===== config.mk =====
export PLATFORM = sky130hd
export DESIGN_NAME = lcd_mode_timing_stat_controller_core
export DESIGN_NICKNAME = d
export VERILOG_FILES = /design/src/hw/rtl/lmt_pkg.sv /design/src/hw/rtl/lmt_step.sv /design/src/hw/rtl/lcd_mode_timing_stat_controller_core.sv
export VERILOG_INCLUDE_DIRS = /design/src /design/src/hw/rtl
export SDC_FILE = /design/constraint.sdc
export NUM_CORES = 1
export LEC_CHECK = 0
export ABC_CLOCK_PERIOD_IN_PS = 8750
export BUFFER_PORTS_ARGS = -buffer_cell sky130_fd_sc_hd__buf_4
export CAP_MARGIN = 20
export CELL_PAD_IN_SITES_DETAIL_PLACEMENT = 0
export CELL_PAD_IN_SITES_GLOBAL_PLACEMENT = 1
export CORE_MARGIN = 5
export CORE_UTILIZATION = 55
export DETAILED_ROUTE_END_ITERATION = 12
export GPL_TIMING_DRIVEN = 0
export PLACE_DENSITY_LB_ADDON = 0.1
export SETUP_SLACK_MARGIN = 0.2
export SYNTH_ARGS = -nofsm -noshare
export SYNTH_HDL_FRONTEND = slang
export SYNTH_HIERARCHICAL = 1
export SYNTH_SLANG_ARGS = --single-unit

===== constraint.sdc =====
create_clock -name clk -period 8.75 [get_ports clk]
set_input_delay 0.875 -clock clk [delete_from_list [all_inputs] [get_ports clk]]
set_output_delay 0.875 -clock clk [all_outputs]
set_load 0.02 [all_outputs]

===== src/hw/rtl/lcd_mode_timing_stat_controller_core_defines.svh =====
// ----------------------------------------------------------------------------
// LCD mode timing controller assertion macros
// Shared concurrent assertion forms, clocked on clk, disabled in reset.
// ----------------------------------------------------------------------------
`ifndef LCD_MODE_TIMING_STAT_CONTROLLER_CORE_DEFINES_SVH
`define LCD_MODE_TIMING_STAT_CONTROLLER_CORE_DEFINES_SVH

// Same-cycle implication.
`define LMT_ASSERT_IMPL(label, ante, cons, msg) \
    label: assert property (@(posedge clk) disable iff (!rst_n) (ante) |-> (cons)) \
        else $error(msg);

// Next-cycle implication.
`define LMT_ASSERT_NEXT(label, ante, cons, msg) \
    label: assert property (@(posedge clk) disable iff (!rst_n) (ante) |=> (cons)) \
        else $error(msg);

`endif


===== src/hw/rtl/lmt_pkg.sv =====
// ----------------------------------------------------------------------------
// LCD mode timing package
// Opcodes, register addresses, mode codes, timing constants and state types.
// ----------------------------------------------------------------------------
`default_nettype none

package lmt_pkg;

    // Item opcodes
    localparam logic [1:0] OP_TICK  = 2'd0;
    localparam logic [1:0] OP_READ  = 2'd1;
    localparam logic [1:0] OP_WRITE = 2'd2;

    // Register page addresses (low byte)
    localparam logic [7:0] ADDR_LCDC = 8'h40;
    localparam logic [7:0] ADDR_STAT = 8'h41;
    localparam logic [7:0] ADDR_SCY  = 8'h42;
    localparam logic [7:0] ADDR_SCX  = 8'h43;
    localparam logic [7:0] ADDR_LY   = 8'h44;
    localparam logic [7:0] ADDR_LYC  = 8'h45;
    localparam logic [7:0] ADDR_BGP  = 8'h47;
    localparam logic [7:0] ADDR_OBP0 = 8'h48;
    localparam logic [7:0] ADDR_OBP1 = 8'h49;
    localparam logic [7:0] ADDR_WY   = 8'h4A;
    localparam logic [7:0] ADDR_WX   = 8'h4B;

    // Timing
    localparam logic [8:0] OAM_END_DOT       = 9'd80;
    localparam logic [8:0] DRAW_END_DOT      = 9'd252;
    localparam logic [8:0] LINE_DOTS         = 9'd456;
    localparam logic [7:0] VBLANK_FIRST_LINE = 8'd144;
    localparam logic [7:0] FRAME_LINES       = 8'd154;

    localparam logic [7:0] STAT_WRITE_MASK = 8'hF8;
    localparam logic [7:0] UNMAPPED_READ   = 8'hFF;

    typedef enum logic [1:0] {
        MODE_HBLANK = 2'd0,
        MODE_VBLANK = 2'd1,
        MODE_OAM    = 2'd2,
        MODE_DRAW   = 2'd3
    } lmt_mode_t;

    typedef struct packed {
        logic [8:0] dot;
        logic [7:0] line;
        lmt_mode_t  mode;
        logic [7:0] lcdc;
        logic [7:0] stat;
        logic [7:0] scy;
        logic [7:0] scx;
        logic [7:0] lyc;
        logic [7:0] wy;
        logic [7:0] wx;
        logic [7:0] bgp;
        logic [7:0] obp0;
        logic [7:0] obp1;
    } lmt_state_t;

    typedef struct packed {
        logic [7:0] read_data;
        logic       vblank_irq;
        logic       stat_irq;
        lmt_mode_t  lcd_mode;
        logic [7:0] line_number;
    } lmt_result_t;

    localparam lmt_state_t LMT_STATE_RESET = '{
        dot:  9'd0,
        line: 8'd0,
        mode: MODE_OAM,
        lcdc: 8'h00,
        stat: 8'h00,
        scy:  8'h00,
        scx:  8'h00,
        lyc:  8'h00,
        wy:   8'h00,
        wx:   8'h00,
        bgp:  8'hFC,
        obp0: 8'hFF,
        obp1: 8'hFF
    };

endpackage

`default_nettype wire


===== src/hw/rtl/lmt_step.sv =====
// ----------------------------------------------------------------------------
// LCD mode timing step logic
// Next state and result word for one item, purely combinational.
// ----------------------------------------------------------------------------
`default_nettype none

module lmt_step (
    input  wire logic [1:0]         opcode,
    input  wire logic [7:0]         reg_addr,
    input  wire logic [7:0]         write_data,
    input  wire lmt_pkg::lmt_state_t  state,
    output lmt_pkg::lmt_state_t       state_next,
    output lmt_pkg::lmt_result_t      result
);
    import lmt_pkg::*;

    lmt_state_t ns;
    logic [7:0] rd;
    logic       vb;
    logic       si;
    logic       do_cmp;
    logic       do_enter;
    lmt_mode_t  enter_m;
    logic [8:0] dot_inc;
    logic [7:0] line_inc;

    always_comb
    begin
        ns       = state;
        rd       = UNMAPPED_READ;
        vb       = 1'b0;
        si       = 1'b0;
        do_cmp   = 1'b0;
        do_enter = 1'b0;
        enter_m  = MODE_HBLANK;
        dot_inc  = state.dot + 9'd1;
        line_inc = state.line + 8'd1;

        case (opcode)
            OP_TICK:
            begin
                if (!state.lcdc[7])
                begin
                    ns.dot       = '0;
                    ns.line      = '0;
                    ns.mode      = MODE_HBLANK;
                    ns.stat[1:0] = 2'b00;
                end
                else
                begin
                    ns.dot = dot_inc;
                    case (state.mode)
                        MODE_OAM:
                        begin
                            if (dot_inc >= OAM_END_DOT)
                            begin
                                do_enter = 1'b1;
                                enter_m  = MODE_DRAW;
                            end
                        end
                        MODE_DRAW:
                        begin
                            if (dot_inc >= DRAW_END_DOT)
                            begin
                                do_enter = 1'b1;
                                enter_m  = MODE_HBLANK;
                            end
                        end
                        MODE_HBLANK:
                        begin
                            if (dot_inc >= LINE_DOTS)
                            begin
                                ns.dot   = '0;
                                ns.line  = line_inc;
                                do_cmp   = 1'b1;
                                do_enter = 1'b1;
                                enter_m  = (line_inc == VBLANK_FIRST_LINE) ?
                                           MODE_VBLANK : MODE_OAM;
                            end
                        end
                        default:
                        begin
                            // vblank: count lines, wrap to the top of frame
                            if (dot_inc >= LINE_DOTS)
                            begin
                                ns.dot = '0;
                                do_cmp = 1'b1;
                                if (line_inc >= FRAME_LINES)
                                begin
                                    ns.line  = '0;
                                    do_enter = 1'b1;
                                    enter_m  = MODE_OAM;
                                end
                                else
                                begin
                                    ns.line = line_inc;
                                end
                            end
                        end
                    endcase
                end
            end
            OP_READ:
            begin
                case (reg_addr)
                    ADDR_LCDC: rd = state.lcdc;
                    ADDR_STAT: rd = {state.stat[7:2], state.mode};
                    ADDR_SCY:  rd = state.scy;
                    ADDR_SCX:  rd = state.scx;
                    ADDR_LY:   rd = state.line;
                    ADDR_LYC:  rd = state.lyc;
                    ADDR_BGP:  rd = state.bgp;
                    ADDR_OBP0: rd = state.obp0;
                    ADDR_OBP1: rd = state.obp1;
                    ADDR_WY:   rd = state.wy;
                    ADDR_WX:   rd = state.wx;
                    default:   rd = UNMAPPED_READ;
                endcase
            end
            OP_WRITE:
            begin
                case (reg_addr)
                    ADDR_LCDC:
                    begin
                        ns.lcdc = write_data;
                        if (state.lcdc[7] && !write_data[7])
                        begin
                            ns.dot       = '0;
                            ns.line      = '0;
                            ns.mode      = MODE_HBLANK;
                            ns.stat[1:0] = 2'b00;
                        end
                    end
                    ADDR_STAT:
                        ns.stat = (write_data & STAT_WRITE_MASK) |
                                  (state.stat & ~STAT_WRITE_MASK);
                    ADDR_SCY:  ns.scy = write_data;
                    ADDR_SCX:  ns.scx = write_data;
                    ADDR_LY:
                    begin
                        ns.line = '0;
                        ns.dot  = '0;
                        do_cmp  = 1'b1;
                    end
                    ADDR_LYC:
                    begin
                        ns.lyc = write_data;
                        do_cmp = 1'b1;
                    end
                    ADDR_BGP:  ns.bgp  = write_data;
                    ADDR_OBP0: ns.obp0 = write_data;
                    ADDR_OBP1: ns.obp1 = write_data;
                    ADDR_WY:   ns.wy   = write_data;
                    ADDR_WX:   ns.wx   = write_data;
                    default:   ;
                endcase
            end
            default: ;
        endcase

        // LY/LYC coincidence
        if (do_cmp)
        begin
            if (ns.line == ns.lyc)
            begin
                ns.stat[2] = 1'b1;
                if (ns.stat[6])
                    si = 1'b1;
            end
            else
            begin
                ns.stat[2] = 1'b0;
            end
        end

        // mode entry requests
        if (do_enter)
        begin
            ns.mode      = enter_m;
            ns.stat[1:0] = enter_m;
            case (enter_m)
                MODE_HBLANK: if (ns.stat[3]) si = 1'b1;
                MODE_VBLANK:
                begin
                    vb = 1'b1;
                    if (ns.stat[4])
                        si = 1'b1;
                end
                MODE_OAM:    if (ns.stat[5]) si = 1'b1;
                default:     ;
            endcase
        end
    end

    assign state_next         = ns;
    assign result.read_data   = rd;
    assign result.vblank_irq  = vb;
    assign result.stat_irq    = si;
    assign result.lcd_mode    = ns.mode;
    assign result.line_number = ns.line;

endmodule

`default_nettype wire


===== src/hw/rtl/lcd_mode_timing_stat_controller_core.sv =====
// An accepted word passes from the input register into the result register.
// Throughput: one word per cycle unless the output stalls; the input register
//   frees up in the same cycle its word moves into the result register.
// Reset (rst_n low, async): timing at line 0 dot 0 in OAM scan mode, LCD off,
//   palettes at power-on values, both pipeline registers empty.
// ----------------------------------------------------------------------------
// LCD mode timing and STAT interrupt controller, top level
// Input register -> step logic + LCD register file -> result register.
// ----------------------------------------------------------------------------
`default_nettype none

`include "lcd_mode_timing_stat_controller_core_defines.svh"

module lcd_mode_timing_stat_controller_core (
    input  wire logic                clk,
    input  wire logic                rst_n,

    input  wire logic                in_valid,
    output logic                     in_ready,
    input  wire logic [1:0]          opcode,
    input  wire logic [7:0]          reg_addr,
    input  wire logic [7:0]          write_data,

    output logic                     out_valid,
    input  wire logic                out_ready,
    output logic [7:0]               read_data,
    output logic                     vblank_irq,
    output logic                     stat_irq,
    output lmt_pkg::lmt_mode_t       lcd_mode,
    output logic [7:0]               line_number
);
    import lmt_pkg::*;

    // input stage
    logic        in_valid_reg;
    logic [1:0]  opcode_reg;
    logic [7:0]  reg_addr_reg;
    logic [7:0]  write_data_reg;

    // architectural state (LCD registers and dot/line counters)
    lmt_state_t  state_reg;
    lmt_state_t  state_next;

    // result stage
    logic        out_valid_reg;
    lmt_result_t result_reg;
    lmt_result_t result_next;

    // A word leaves the input register when the result register is empty
    // or its word is taken this cycle.
    logic advance;
    assign advance  = in_valid_reg && (!out_valid_reg || out_ready);
    assign in_ready = !in_valid_reg || advance;

    always_ff @(posedge clk or negedge rst_n)
    begin
        if (!rst_n)
            in_valid_reg <= 1'b0;
        else if (in_ready)
            in_valid_reg <= in_valid;
    end

    always_ff @(posedge clk)
    begin
        if (in_valid && in_ready)
        begin
            opcode_reg     <= opcode;
            reg_addr_reg   <= reg_addr;
            write_data_reg <= write_data;
        end
    end

    lmt_step u_step (
        .opcode     (opcode_reg),
        .reg_addr   (reg_addr_reg),
        .write_data (write_data_reg),
        .state      (state_reg),
        .state_next (state_next),
        .result     (result_next)
    );

    // State commits exactly once per word, when it moves to the result stage.
    always_ff @(posedge clk or negedge rst_n)
    begin
        if (!rst_n)
            state_reg <= LMT_STATE_RESET;
        else if (advance)
            state_reg <= state_next;
    end

    always_ff @(posedge clk or negedge rst_n)
    begin
        if (!rst_n)
            out_valid_reg <= 1'b0;
        else if (advance)
            out_valid_reg <= 1'b1;
        else if (out_ready)
            out_valid_reg <= 1'b0;
    end

    always_ff @(posedge clk)
    begin
        if (advance)
            result_reg <= result_next;
    end

    assign out_valid   = out_valid_reg;
    assign read_data   = result_reg.read_data;
    assign vblank_irq  = result_reg.vblank_irq;
    assign stat_irq    = result_reg.stat_irq;
    assign lcd_mode    = result_reg.lcd_mode;
    assign line_number = result_reg.line_number;

    // ------------------------------------------------------------------
    // Assertions
    // ------------------------------------------------------------------
    `LMT_ASSERT_NEXT(a_advance_fills_out, advance, out_valid_reg,
        "word moved to result stage but out_valid not set")
    `LMT_ASSERT_IMPL(a_lcd_off_timing_idle, !state_reg.lcdc[7],
        (state_reg.dot == 9'd0) && (state_reg.line == 8'd0),
        "LCD off but dot or line counter nonzero")
    `LMT_ASSERT_IMPL(a_vblank_irq_mode, out_valid_reg && result_reg.vblank_irq,
        result_reg.lcd_mode == MODE_VBLANK,
        "vblank request without vblank mode")

endmodule

`default_nettype wire

==> results.yml <==
clock_tree:
  cts_hold_buf: 0
  post_cts_buffers: 0
  cts.clk_slew.worst_paths_ns: 0.06
  cts_resized: 0
  clk_path_buf_depth: 2
  cts_tree: "yes"
  cts_sinks: 137
  ctsHtreeMaxLevel: 4
  numCtsBuffers: 17
  worstSkewPairLatency_ns: 0.43
  clockRootBuffer: "clkbuf_16"
worst_setup_path:
  cp_max_fo: 10
  cp_slowest_cell: "nor4_1"
  crit_chain: "ha_1 > nand3_2 > nor3_4 > xnor2_1 > nor4_1 > nand3_1 > a31oi_1 > inv_1 > ha_1 > a22oi_1 > o21ai_0 > nand3b_1 > o21ai_1 > buf_4"
  crit_path_end_kind: "flop"
  cp_top_family: "simple AND/OR/NAND/NOR gates"
  r2r_slack_ns: 4.78
  crit_required_ns: 8.94
  cp_num_buf_inv: 2
  cp-start-kind: "flop"
  max_stage_delay_ns: 0.64
  crit_path_frequent_cell: "ha_1"
  crit_type: "flop to flop"
  cp.arrival_ns: 4.16
layout:
  diodes: 0
  final_cell_mix: "mux2_4, mux2_2, dfrtp_1, buf_4, edfxtp_1"
  syn_to_final_growth_pct: 14.5
  final_common_cell: "mux2_4"
  seq_area_um2: 3650
  fin_util: 0.646
  drive_gt1_frac: 0.425
  multi_input_area_um2: 4510
  nets: 782
  largest_reg_flops: 97
  fillers: 1172
floorplan:
  io_pins: 44
  fp.dieW_um: 135
  rows: 45
  start_util: 0.565
  die_h_um: 135
  die_area_um2: 18300
  core-area_um2: 15300
pwr:
  leakage_nw: 4.39
  ir_drop_v: 0.000158
  p_per_area_nw_per_um2: 171
  p_total_w: 0.00169
place:
  hpwl_mm: 15.6
  numPortBuffers: 43
  gp_congestion: 0.916
  place_ws_ns: 4.85
global_route:
  gr-total-overflow: 0
  track_usage: 0.250
  grt_pass1_vias: 6227
  grt_pass1_wl_mm: 35.0
  antenna_found_initial: 0
  grt_max_degree: 56
yosys:
  postSynthAreaPerCell_um2: 12.5
  syn_inst: 689
  synth_area_um2: 8610
  yosysWarnings: 6
  syn-num-nets: 719
detailed_routing:
  drtIter0Drc: 488
  via_count: 5980
  dr.pass1.iters: 6
  drc: 0
  drt-vias-per-instance: 6.13
  wirelength_mm: 22.0
  drtAntennaViolNets: 0
  routedWlPerCell_um: 22.5
sta:
  clock.fmax_ghz: 0.252
  rsz0062_at_grt: "false"
  fin_skew_ns: 0.0159
  slew_headroom: 0.444
  hold_violations: 0
  setup_slack_ns: 4.78
  period_share: 0.454
  maxSlewViolCount: 0
  worstMarginPinSlew_ns: 0.834
  period_needed_ns: 3.97
  tns_ns: 0
  setup_viol: 0
worst_hold_path:
  hp-class: "input port to async pin"
run_status:
  outcome: "completed"
flow_run:
  drv_cap: 0
## where the power goes
| part | internal, W | switching (W) |
|---|---|---|
| Sequential | 0.000696 | 0.0000280 |
| Clock | 0.000490 | 0.000277 |
| Combinational | 0.0000984 | 0.0000958 |
| Total | 0.00128 | 0.000401 |
## routing by layer
| metal | global-route usage | vias up | share of wire | routed length, µm |
|---|---|---|---|---|
| li1 | - | 2713 | - | - |
| met1 | 0.327 | 3037 | 0.43 | 9500 |
| met2 | 0.419 | 190 | 0.49 | 10900 |
| met3 | 0.0468 | 40 | 0.048 | 1060 |
| met4 | 0.0840 | 0 | 0.025 | 550 |
| met5 | 0 | - | 0 | 0 |
## final timing paths
path	depth (start not counted)	endpoint	startpoint
min	1	state_reg[93]$_DFFE_PN0P_	rst_n
min in group clk	1	state_reg[93]$_DFFE_PN0P_	state_reg[93]$_DFFE_PN0P_
max	14	stat_irq$_DFFE_PP_	state_reg[90]$_DFFE_PN0P_
max reg2reg	14	stat_irq$_DFFE_PP_	state_reg[90]$_DFFE_PN0P_
max in group asynchronous	2	state_reg[2]$_DFFE_PN1P_	rst_n
min reg2reg	1	state_reg[93]$_DFFE_PN0P_	state_reg[93]$_DFFE_PN0P_
## cell type report
| type | instances | area share |
|---|---|---|
| multi-input combinational | 488 | 0.457 |
| buffer | 45 | 0.0395 |
| timing repair buffer | 44 | 0.0355 |
| tap | 211 | 0.0268 |
| clock buffer | 22 | 0.0504 |
| sequential | 137 | 0.370 |
| clock inverter | 10 | 0.0140 |
| inverter | 19 | 0.00723 |
## per-stage QoR
step	instances	hold slack [ns]	instance area, µm²
floorplan	689	0.476	8610
global placement	943	0.492	9200
detailed placement	944	0.492	9230
CTS	976	0.499	9860
global route	976	0.533	9860
finish	976	0.490	9860
(Power assumes the default switching activity.)
